$ cat src/hw/rtl/assert_macros.svh
// ----------------------------------------------------------------------------
// assert_macros
// Assertion macros shared by the allocator modules.
// ----------------------------------------------------------------------------
`ifndef ASSERT_MACROS_SVH
`define ASSERT_MACROS_SVH
`ifndef NO_ASSERTIONS
`define ASSERT_IMPLIES(label, clk, rst_n, a, c) \
  label: assert property (@(posedge clk) disable iff (!rst_n) (a) |-> (c)) \
    else $error("assertion failed");
`define ASSERT_NEXT(label, clk, rst_n, a, c) \
  label: assert property (@(posedge clk) disable iff (!rst_n) (a) |=> (c)) \
    else $error("assertion failed");
`else
`define ASSERT_IMPLIES(label, clk, rst_n, a, c)
`define ASSERT_NEXT(label, clk, rst_n, a, c)
`endif
`endif

$ cat src/hw/rtl/bsa_pkg.sv
// ----------------------------------------------------------------------------
// bsa_pkg
// Types and codes shared by the bitmap slot allocator modules.
// ----------------------------------------------------------------------------
package bsa_pkg;

  localparam int unsigned AddrW = 48;
  localparam int unsigned SizeW = 13;

  typedef enum logic [1:0] {
    StatusOk      = 2'd0,
    StatusNoPages = 2'd1,
    StatusNotFound = 2'd2
  } status_e;

  typedef enum logic {
    OpAlloc = 1'b0,
    OpFree  = 1'b1
  } op_e;

  typedef enum logic [3:0] {
    StIdle,
    StDivLimit,
    StAllocScan,
    StAllocMul,
    StAllocNew,
    StFreeScan,
    StFreeDiv,
    StFreeClear,
    StDone
  } state_e;

  // Controller to datapath commands.
  typedef struct packed {
    logic load;       // capture input item, start
    logic div_limit;  // run one division step of PAGE_BYTES / size
    logic div_offs;   // run one division step of offset / size
    logic div_start;  // initialize the divider
    logic scan_step;  // examine one page entry
    logic mul_step;   // one shift-add step of slot * size
    logic mul_start;
    logic open_page;  // write the new page entry
    logic clear_slot; // clear the found slot bit
    logic set_result; // latch result
    logic [1:0] res_status;
  } cmd_t;

  // Datapath to controller status.
  typedef struct packed {
    op_e  op;
    logic div_done;
    logic mul_done;
    logic scan_end;   // scan walked past the last open page
    logic scan_hit;   // current entry hits
    logic zero_slots;
    logic pages_full;
  } sts_t;

endpackage

$ cat src/hw/rtl/bsa_ctrl.sv
// ----------------------------------------------------------------------------
// bsa_ctrl
// Sequencer for one allocate or free request.
// ----------------------------------------------------------------------------
`include "assert_macros.svh"
module bsa_ctrl import bsa_pkg::*; (
  input  logic clk_i,
  input  logic rst_ni,
  input  logic in_valid_i,
  output logic in_ready_o,
  input  logic res_free_i,   // result register empty or draining
  input  sts_t sts_i,
  output cmd_t cmd_o
);

  state_e state_q, state_d;

  always_ff @(posedge clk_i or negedge rst_ni) begin
    if (!rst_ni) state_q <= StIdle;
    else         state_q <= state_d;
  end

  always_comb begin
    state_d = state_q;
    cmd_o = '0;
    in_ready_o = 1'b0;
    unique case (state_q)
      StIdle: begin
        in_ready_o = 1'b1;
        if (in_valid_i) begin
          cmd_o.load = 1'b1;
          cmd_o.div_start = 1'b1;
          state_d = StDivLimit;
        end
      end
      StDivLimit: begin
        cmd_o.div_limit = 1'b1;
        if (sts_i.div_done) begin
          if (sts_i.op == OpFree) begin
            cmd_o.div_start = 1'b1;
            state_d = StFreeDiv;
          end else begin
            state_d = StAllocScan;
          end
        end
      end
      StAllocScan: begin
        if (sts_i.zero_slots) begin
          state_d = StDone;
          cmd_o.set_result = 1'b1;
          cmd_o.res_status = StatusNoPages;
        end else if (sts_i.scan_end) begin
          state_d = StAllocNew;
        end else if (sts_i.scan_hit) begin
          cmd_o.mul_start = 1'b1;
          state_d = StAllocMul;
        end else begin
          cmd_o.scan_step = 1'b1;
        end
      end
      StAllocMul: begin
        cmd_o.mul_step = 1'b1;
        if (sts_i.mul_done) begin
          cmd_o.set_result = 1'b1;
          cmd_o.res_status = StatusOk;
          state_d = StDone;
        end
      end
      StAllocNew: begin
        cmd_o.set_result = 1'b1;
        if (sts_i.pages_full) begin
          cmd_o.res_status = StatusNoPages;
        end else begin
          cmd_o.open_page = 1'b1;
          cmd_o.res_status = StatusOk;
        end
        state_d = StDone;
      end
      StFreeDiv: begin
        cmd_o.div_offs = 1'b1;
        if (sts_i.div_done) state_d = StFreeScan;
      end
      StFreeScan: begin
        if (sts_i.scan_end) begin
          cmd_o.set_result = 1'b1;
          cmd_o.res_status = StatusNotFound;
          state_d = StDone;
        end else if (sts_i.scan_hit) begin
          state_d = StFreeClear;
        end else begin
          cmd_o.scan_step = 1'b1;
        end
      end
      StFreeClear: begin
        cmd_o.clear_slot = 1'b1;
        cmd_o.set_result = 1'b1;
        cmd_o.res_status = StatusOk;
        state_d = StDone;
      end
      StDone: begin
        if (res_free_i) state_d = StIdle;
      end
      default: state_d = StIdle;
    endcase
  end

  `ASSERT_IMPLIES(a_ready_idle, clk_i, rst_ni, in_ready_o, state_q == StIdle)
  `ASSERT_NEXT(a_load_leaves, clk_i, rst_ni, cmd_o.load, state_q == StDivLimit)
  `ASSERT_IMPLIES(a_one_write, clk_i, rst_ni, cmd_o.open_page, !cmd_o.clear_slot)
  `ASSERT_NEXT(a_res_done, clk_i, rst_ni, cmd_o.set_result, state_q == StDone)

endmodule

$ cat config.mk
export PLATFORM = sky130hd
export DESIGN_NAME = bsa_ctrl
export DESIGN_NICKNAME = d
export VERILOG_FILES = /design/src/hw/rtl/bsa_pkg.sv /design/src/hw/rtl/bsa_ctrl.sv
export VERILOG_INCLUDE_DIRS = /design/src /design/src/hw/rtl
export SDC_FILE = /design/constraint.sdc
export NUM_CORES = 1
export LEC_CHECK = 0
export BUFFER_PORTS_ARGS = -buffer_cell sky130_fd_sc_hd__buf_2
export CORE_AREA = 5 5 42 44
export DETAILED_ROUTE_END_ITERATION = 6
export DIE_AREA = 0 0 47 49
export HOLD_SLACK_MARGIN = 0.06
export PLACE_DENSITY = 0.7
export SETUP_SLACK_MARGIN = 0.05
export SYNTH_ARGS = -nofsm -noshare
export SYNTH_HDL_FRONTEND = slang
export SYNTH_SLANG_ARGS = --single-unit
export TNS_END_PERCENT = 20
$ cat constraint.sdc
create_clock -name clk_i -period 3.25 [get_ports clk_i]
set_input_delay 0.325 -clock clk_i [delete_from_list [all_inputs] [get_ports clk_i]]
set_output_delay 0.325 -clock clk_i [all_outputs]
set_load 0.03 [all_outputs]
# Word-level counts from Yosys, hierarchy flattened
# Index checks and enable logic that the tools add are counted.
# word_totals
romBits	0
out_inout_bits	13
mem_count	0
latch_bits	0
elab_cells	56
input_bits	11
ff_bits	4
mem_bits_rw	0
# op_classes
shift	0
magnitude_cmp	0
reduce_logical	3
n_bitwise	0
div	0
mux	37
add_sub_neg	0
n_eq_ne	15
n_mul	0
# op_table
operator	count
4-bit two-way mux	10
4-bit case mux with 8 select lines	1
1-bit two-way mux	19
4-bit by 3-bit == test with 1-bit output (second input constant)	4
3-bit case mux with 5 select lines	1
3-bit two-way mux	4
2-bit inequality test (second input constant)	5
4-bit by 2-bit == test with 1-bit output (second input constant)	2
7-bit AND reduction	1
4-bit by 1-bit == test with 1-bit output (second input constant)	1
4-bit == test (second input constant)	1
4-bit logical NOT	1
4-bit inequality test (second input constant)	1
1-bit case mux with 2 select lines	2
3-bit inequality test (second input constant)	1
2-bit OR reduction	1

# Logic depth before layout (Yosys ltp)
# Gate-level depths: netlist of the first run.
# depth
ltp_word	4
depth_mapped	6
ltp_nobuf	4

# Worst setup path after synthesis of the first run
# OpenSTA, ideal clock, no wires.
# synth_timing
path_type	flip-flop to output port
from	register state_q[1]
to	output cmd_o[8] (netlist name)
arrival_ns	2.406
path_buffers	2
required_ns	2.925
stages_incl_launch_ff	6
setup_slack_ns	0.519
path_cell_list	dfrtp_1 -> buf_6 -> buf_2 -> nor4_1 -> and2_1 -> a31o_2
# synth_rtl
item	line_no	source
start: declaration	bsa_ctrl.sv:16	state_e state_q, state_d;
start signal: assignment	bsa_ctrl.sv:19	if (!rst_ni) state_q <= StIdle;
start signal: assignment	bsa_ctrl.sv:20	else state_q <= state_d;
end: declaration	bsa_ctrl.sv:13	output cmd_t cmd_o

==> flow_summary.toml, run 1 <==
[outcome]
status = "finished, final reports clean"

[global_routing]
grt_pass1_vias = 469
grt_use_total_pct = 11.6
grt_overflow_total = 0
grt_max_degree = 20
antenna_found_initial = 0
grt_pass1_wl_mm = 2.01

[synthesis]
ys_seq_area_share_pct = 18.5
syn-num-nets = 74
syn_area_um2 = 541
ys_top_cells_by_area = "dfrtp_1 19%, buf_6 6.2%, mux2_1 6.2%, nor2_1 5.6%, o2111ai_4 4.9%"
synth_top_area_cell = "dfrtp_1"
synthFlopType = "dfrtp_1"
yosys_warnings = 0
ys_types = 31
syn_avg_cell_area_um2 = 8.58
syn_inst = 63
synth-edff-count = 0
ys_seq_elements = 4
yosysTopAreaCellShare_pct = 18.5
ys_async_sr_fraction_pct = 100

[cells_and_area]
fin_area_um2 = 654
layout-drive-gt1-share_pct = 39.8
largest_register_ffs = 4
largest-register = "state_q"
n_antenna_cell = 0
nets = 96
area_growth_pct = 21.1
reg_top3 = "state_q (4)"

[floorplan]
fp.dieW_um = 47
start_util_pct = 38.6
dieHeight_um = 49
fp-row-count = 14
dieArea_um2 = 2300
core_um2 = 1400
ioPinCount = 24

[routing]
wl_mm = 1.23
vias = 528
avgRoutedWirePerCell_um = 12.4
drc = 0
firstDrtPassIters = 4
drtIter0Drc = 14
vias_per_cell = 5.33
ant_nets = 0

[critical_path]
cp_cell_sequence = "nor4b_2, a31o_2, buf_2"
cp_top_family = "flip-flops"
path_buf_inv = 1
end_kind = "primary output"
crit_required_ps = 2920
slowest_delay_ps = 650
path_class = "reg -> out"
crit_arrival_ps = 1680
cp_max_fo = 18
startpoint_type = "flop"
cp_slowest_cell = "dfrtp_1"

[clock_tree]
clk_pin_slew_ps = 40
cts.path.max_buffers = 2
cts_tree = "done"
cts.sinks = 4
numCtsBuffers = 3
cts_resized = 0
cts-htree-levels = 1
root_buffer = "clkbuf_4"
clock_latency_ps = 230

[place]
io_buffers = 23
placed_cell_area_um2 = 622
place.gp.congestion = 0.721
hpwl_um = 940

[flow_run]
max_cap_viol_count = 0

[timing]
skew_ps = 3.35
slew_violations = 0
hold_viol_final = 0
fin_crit_sh_pct = 61.8
worst_pin_slew_ps = 617
max_freq_mhz = 498
max_slew_margin_pct = 58.9
setup-tns-final_ps = 0
setup_viol_count_final = 0
period_needed_ps = 2010
rsz0062_at_grt = "false"

[power]
peakVddDrop_mv = 0.400
p_per_area_nw_per_um2 = 836
power.leakage_nw = 0.318

[worst_hold_path]
min-delay-path-class = "in -> async"
-- power breakdown --
| group | internal, mW | switching, mW | total, mW | leakage [nW] |
|---|---|---|---|---|
| Sequential | 0.0689 | 0.0844 | 0.153 | 0.0517 |
| Combinational | 0.150 | 0.183 | 0.333 | 0.252 |
| Clock | 0.0413 | 0.0195 | 0.0607 | 0.0138 |
-- routing by layer --
metal  part of all wire [%]  track usage [%]  wire length [µm]  vias to the layer above
met1                     49             17.7               606                      237
met2                     43             14.9               528                       20
met4                      0             5.53                 0                        0
li1                       -                -                 -                      271
met5                      0                0                 0                        -
met3                    7.3             2.21                90                        0
-- worst register-to-register path: stages (launching register included) --
cell and delay (ps):
dfrtp_1 660, nand2_1 170, or4_4 460, o2111ai_4 110
mux2_1 350
-- through the flow --
step	setup slack (ps)	util (%)	instances	hold WS (ps)	power, mW
2_1_floorplan	519	-	63	29.4	0.448
3_3_place_gp	1450	44.4	95	133	0.487
3_5_place_dp	1390	44.4	95	135	0.488
4_1_cts	1220	46.7	99	421	0.553
5_1_grt	1050	46.7	99	440	0.597
6_report	1240	46.7	99	425	0.547
-- cell families after synthesis --
| group | count (synthesis) | synth area share (%) |
|---|---|---|
| AO/OA/AOI/OAI | 11 | 18.8 |
| flip-flops | 4 | 18.5 |
| AND/OR/NAND/NOR | 34 | 41.7 |
| multiplexers | 4 | 8.10 |
| XOR/XNOR | 1 | 1.62 |
| buffers and inverters | 9 | 11.3 |
-- area by class of cell --
| class | instances | area (µm²) |
|---|---|---|
| fill | 155 | 747 |
| inverter | 2 | 7.51 |
| timing repair buffer | 24 | 125 |
| sequential | 4 | 100 |
| tap | 16 | 20.0 |
| clock buffer | 3 | 22.5 |
| multi-input combinational | 50 | 379 |
-- final timing paths --
kind / startpoint / to / slack (ps) / cells past startpoint
worst min-delay path: rst_ni / state_q[1] / 430 / 2
max in group asynchronous: rst_ni / state_q[3] / 2710 / 2
worst max register to register: state_q[1] / state_q[2] / 1380 / 4
worst min register to register: state_q[3] / state_q[3] / 800 / 1
min in group clk_i: sts_i[6] / state_q[2] / 470 / 4
worst max-delay path: state_q[0] / cmd_o[8] / 1240 / 3
-- synth_stat cells (2+ instances only) --
| library cell | number |
|---|---|
| nor3_1 | 4 |
| nand2_1 | 4 |
| a21oi_1 | 2 |
| buf_2 | 4 |
| buf_6 | 3 |
| nor4_1 | 2 |
| o21ai_2 | 2 |
| and3b_1 | 2 |
| nor3b_1 | 2 |
| dfrtp_1 | 4 |
| inv_1 | 2 |
| nand2b_1 | 4 |
| nor2_1 | 8 |
| mux2_1 | 3 |
-- timing repair --
action                                 4_1_cts  5_1_grt
hold buffers                                 1        0
buffers inserted                             0        0
endpoints found under the hold margin        4        0
-- placed cells by master, fill, tap and decap left out, drive strengths merged, types with 2 or more instances in the layout --
cell type	n
buf	23
nor2	8
nand2b	4
nand2	4
nor3	4
dfrtp	4
mux2	3
clkbuf	3
nor4	2
a21oi	2
and3b	2
o21ai	2
inv	2
nor3b	2
nor4b	2
Note: power is estimated with default switching activity, not from simulation.
==> inputs of run 2 (changes only) <==
Settings changed: ABC_AREA set to 1, PLACE_DENSITY 0.7 to 0.69.
Clock period 3.25 ns to 1.7 ns, I/O delays scaled along.
==> run 2 against run 1 <==
Combinational power rose by 150%. Count of clock-buffer cells in the layout did not move. Critical path type unchanged. Register-to-register slack got worse by 950 ps. Sequential share of layout area fell by 0.63 points. Critical endpoint is now cmd_o[5].
==> flow_summary.toml, run 2 <==
[synthesis]
synthFlopType = "dfrtp_1"
yosys_warnings = 0
syn-num-nets = 92
synth_top_area_cell = "dfrtp_1"
yosysTopAreaCellShare_pct = 20.5
ys_seq_elements = 4
ys_seq_area_share_pct = 20.5
yosys.area_share.simple_pct = 62.6
syn_area_um2 = 488
syn_inst = 81
synthAdderAreaFrac_pct = 0
ys_types = 14
synth_mux_area_share_pct = 0
synth_common_cells = "16 x nand2_1, 14 x nand3_1, 14 x nor2_1"
synth_compound_gate_area_share_pct = 4.62
yosysMostFrequentCell = "nand2_1"
ys_top_cells_by_area = "dfrtp_1 21%, nand3_1 14%, nand2_1 12%, nor2_1 11%, inv_1 9.2%"
synth_top_family_by_area = "simple AND/OR/NAND/NOR gates"
synthXorXnorAreaFrac_pct = 0
syn_avg_cell_area_um2 = 6.02
ys_async_sr_fraction_pct = 100
synth-edff-count = 0

[timing]
period_needed_ps = 1600
worst_pin_slew_ps = 246
setup-tns-final_ps = 0
slew_violations = 0
max_slew_margin_pct = 83.6
fin_crit_sh_pct = 94.4
skew_ps = 4.57
hold_viol_final = 0
rsz0062_at_grt = "true"
max_freq_mhz = 623
setup_viol_count_final = 0

[power]
power.leakage_nw = 0.416
power_switching_mw = 0.652
clock_power_share_pct = 10.9
p_per_area_nw_per_um2 = 1630
internal_power_mw = 0.490
peakVddDrop_mv = 0.967
power_frac_comb_pct = 72.4
pwr-share-seq_pct = 16.8
p_sw_share_pct = 57.1

[floorplan]
ioPinCount = 24
fp-row-count = 14
dieHeight_um = 49
start_util_pct = 34.8
fp.dieW_um = 47
dieArea_um2 = 2300
core_um2 = 1400

[clock_tree]
cts.path.max_buffers = 2
cts-htree-levels = 1
cts_tree = "done"
clock_latency_ps = 240
clk_pin_slew_ps = 40
cts.sinks = 4
root_buffer = "clkbuf_4"
numCtsBuffers = 3

[cells_and_area]
largest-register = "state_q"
layout-drive-gt1-share_pct = 46.8
final_cell_mix = "20 x buf_2, 16 x nand2_1, 14 x nand3_1"
fill_cells = 158
postLayoutCoreUtil_pct = 49.9
area_growth_pct = 43.3
nets = 122
largest_register_ffs = 4
reg_top3 = "state_q (4)"
layout.cells.most_common = "buf_2"
n_antenna_cell = 0
fin_area_um2 = 699

[critical_path]
r2r_end = "state_q[2]"
end_kind = "primary output"
r2r_cells = 7
path_buf_inv = 2
r2r_setup_slack_ps = 430
r2r-start = "state_q[2]"
crit_required_ps = 1530
startpoint_type = "flop"
cp_slowest_cell = "dfrtp_2"
slowest_delay_ps = 440
cp_top_family = "simple AND/OR/NAND/NOR gates"
path_class = "reg -> out"
cp_max_fo = 4
crit_path_start = "state_q[0]"
crit_arrival_ps = 1430
cp_cell_sequence = "inv_2, nand2_2, nor2_4, nand2_1, nor2_1, buf_2"

[global_routing]
met2_usage_pct = 21.3
met1_usage_pct = 15.7
grt_overflow_total = 0
grt_pass1_vias = 601
grt_use_total_pct = 13.1
use_met3_pct = 0.738
top_usage_layer = "met2"
grt_max_degree = 6
antenna_found_initial = 0
grt_pass1_wl_mm = 2.28

[flow_run]
max_cap_viol_count = 0

[routing]
wl_mm = 1.42
vias = 601
ant_nets = 0
drtIter0Drc = 21
vias_per_cell = 4.81
firstDrtPassIters = 4
drc = 0
avgRoutedWirePerCell_um = 11.3

[place]
io_buffers = 23
hpwl_mm = 1.16
placed_cell_area_um2 = 637
place.gp.congestion = 0.809

[worst_hold_path]
min-delay-path-class = "in -> async"

[outcome]
status = "finished, final reports clean"
==> run 2: power groups by stage <==
stage,Sequential (mW),Combinational (mW),Clock [mW]
floorplan,0.166,0.593,0
CTS,0.174,0.777,0.127
global placement,0.172,0.762,0
global route,0.195,0.905,0.132
detailed placement,0.175,0.772,0
finish,0.192,0.826,0.124
==> run 2: how the worst max path moves through the flow <==
stage / to / slack [ps] / cells after the start
2_1_floorplan: cmd_o[11] / 20 / 5
3_3_place_gp: cmd_o[2] / 350 / 6
3_5_place_dp: cmd_o[2] / 320 / 6
4_1_cts: cmd_o[8] / 50 / 6
5_1_grt: cmd_o[2] / 30 / 8
6_report: cmd_o[5] / 100 / 6
==> run 2: what timing repair did <==
item,in CTS,in global routing
setup buffers,0,0
resized for setup,0,12
setup endpoints to repair,0,3
endpoints found under the hold margin,4,0
hold buffers,1,0
==> run 2: area by class of cell <==
type	count	area, µm²	area share, %
Multi-Input combinational cell	61	354	50.6
Timing Repair Buffer	25	140	20.0
Sequential cell	4	103	14.7
Inverter	16	60.1	8.59
Clock buffer	3	22.5	3.22
Tap cell	16	20.0	2.86
==> run 2: metal layers <==
metal  vias to the layer above  share of wire, %
met3                         2               9.7
met1                       264                39
met2                        27                50
li1                        308                 -
met4                         0               1.5
met5                         -                 0
==> run 2: logic make-up after synthesis <==
group	after synthesis
AO/OA/AOI/OAI	2
flip-flops	4
AND/OR/NAND/NOR	59
buffers and inverters	16
==> run 2: per-stage QoR <==
step | hold WS [ps] | power (mW) | cells | worst slack, ps
floorplan | -126 | 0.759 | 81 | 24.4
global placement | -22.8 | 0.934 | 121 | 353
detailed placement | -18.3 | 0.948 | 121 | 322
CTS | 260 | 1.08 | 125 | 54.1
global route | 287 | 1.23 | 125 | 32.9
finish | 264 | 1.14 | 125 | 95.3
==> inputs of run 3 (changes only) <==
Settings changed: BUFFER_PORTS_ARGS -buffer_cell sky130_fd_sc_hd__buf_2 to not set, DONT_BUFFER_PORTS set to 1, PLACE_DENSITY 0.69 to not set.
==> run 3 against run 2 <==
Combinational power increased by 0.7%. Wire length decreased by 9.9%. Critical endpoint is now cmd_o[8]. Count of clock-buffer cells in the layout stayed put. Non-clock buffer count is 12 lower. Maximum frequency grew 2.3%. Largest cell class unchanged.
==> flow_summary.toml, run 3 (synthesized netlist as in run 2, its figures left out) <==
[floorplan]
dieHeight_um = 49
fp.dieW_um = 47
ioPinCount = 24
dieArea_um2 = 2300
start_util_pct = 34.8
core_um2 = 1400
fp-row-count = 14

[critical_path]
crit_end = "cmd_o[8]"
r2r_end = "state_q[2]"
r2r-start = "state_q[2]"
slowest_delay_ps = 450
crit_required_ps = 1530
crit_path_start = "state_q[1]"
r2r_setup_slack_ps = 250
cp_cell_sequence = "nor2_2, inv_2, nor2_2, inv_1, o22ai_2, buf_4"
end_kind = "primary output"
path_buf_inv = 3
cp_max_fo = 5
crit_arrival_ps = 1400
cpMostUsedCell = "nor2_2"
r2r_cells = 9
cp.depth = 6
cp_top_family = "flip-flops"
path_class = "reg -> out"
startpoint_type = "flop"
cp_slowest_cell = "dfrtp_2"

[global_routing]
grt_pass1_wl_mm = 2.05
grt_overflow_total = 0
grt_pass1_vias = 513
grt_max_degree = 6
grt_use_total_pct = 12.0
antenna_found_initial = 0

[power]
p_per_area_nw_per_um2 = 1690
power_frac_comb_pct = 73.3
p_sw_share_pct = 54.8
power.leakage_nw = 0.375
pwr-share-seq_pct = 16.6
clock_power_share_pct = 10.1
power_switching_mw = 0.622
internal_power_mw = 0.512
peakVddDrop_mv = 0.873

[cells_and_area]
multi_input_area_um2 = 354
largest-register = "state_q"
layout.cells.most_common = "nand2_1"
layout-drive-gt1-share_pct = 43.3
n_antenna_cell = 0
final_cell_mix = "16 x nand2_1, 13 x nand3_1, 11 x inv_1, 11 x buf_4, 10 x nor2_1"
nets = 110
largest_register_ffs = 4
fill_cells = 167
reg_top3 = "state_q (4)"
seq_area_um2 = 103
area_growth_pct = 37.7

[timing]
rsz0062_at_grt = "false"
setup-tns-final_ps = 0
max_slew_margin_pct = 79.6
hold_viol_final = 0
max_freq_mhz = 637
fin_crit_sh_pct = 92.3
worst_pin_slew_ps = 305
period_needed_ps = 1570
skew_ps = 5.56
slew_violations = 0
fin_ws_ps = 131
setup_viol_count_final = 0

[place]
hpwl_mm = 1.05
place.gp.congestion = 0.775
place_worst_setup_slack_ps = 341
io_buffers = 0

[outcome]
status = "finished, final reports clean"

[routing]
firstDrtPassIters = 3
ant_nets = 0
drc = 0
drtIter0Drc = 10
wl_mm = 1.28
avgRoutedWirePerCell_um = 11.3
vias = 546
vias_per_cell = 4.83

[clock_tree]
cts.sinks = 4
clk_pin_slew_ps = 40
numCtsBuffers = 3
root_buffer = "clkbuf_4"
cts.path.max_buffers = 2
cts-htree-levels = 1
clock_latency_ps = 230
cts_tree = "done"

[worst_hold_path]
min-delay-path-class = "in -> reg"

[flow_run]
max_cap_viol_count = 0
-- run 3: cell count changes in the layout (fill, tap and decap cells not counted), moves of 2 or more --
cell      previous run  this run
buf_2               20         0
buf_4                2        11
clkbuf_4             5         3
nor2_1              12        10
nor2_2               2         6
nor2_4               6         4
-- run 3: area by class of cell --
class                           count  area share [%]
Clock buffer                        3            3.35
Inverter                           16            8.94
Multi-Input combinational cell     61            52.7
Sequential cell                     4            15.3
Tap cell                           16            2.98
Timing Repair Buffer               13            16.8
-- run 3: repair_timing --
action                                  in CTS  in global routing
resized for setup                            0                  9
setup buffers                                0                  3
hold endpoints to repair                     4                  0
hold buffers                                 1                  0
endpoints found under the setup margin       0                  2
-- run 3: per-stage QoR --
step,power [mW],cells,cell area [µm²],util [%],hold slack [ps]
floorplan,0.759,81,494,-,-126
global placement,0.957,106,594,42.4,-125
detailed placement,0.965,106,594,42.4,-125
CTS,1.09,110,627,44.7,161
global route,1.24,113,672,47.9,205
finish,1.13,113,672,47.9,188
-- run 3: routing by layer --
| layer | up-vias | global-route usage [%] | share of wire, % |
|---|---|---|---|
| met5 | - | 0 | 0 |
| met4 | 0 | 6.91 | 0.63 |
| met3 | 2 | 2.58 | 4.8 |
| met2 | 13 | 19.0 | 53 |
| met1 | 248 | 14.2 | 41 |
| li1 | 283 | - | - |
-- run 3: how the worst min path moves through the flow --
stage                     startpoint    endpoint  slack (ps)  cells past startpoint
after floorplan               rst_ni  state_q[0]        -130                      0
after global placement        rst_ni  state_q[3]        -130                      0
after detailed placement      rst_ni  state_q[2]        -130                      0
after CTS                   sts_i[1]  state_q[3]         160                      2
after global routing          rst_ni  state_q[3]         200                      1
final                       sts_i[1]  state_q[3]         190                      2
-- run 3: power groups by stage --
stage	sequential [mW]	clock, mW	combinational (mW)
floorplan	0.166	0	0.593
global placement	0.173	0	0.784
detailed placement	0.178	0	0.787
CTS	0.177	0.120	0.791
global route	0.194	0.131	0.916
finish	0.188	0.115	0.832
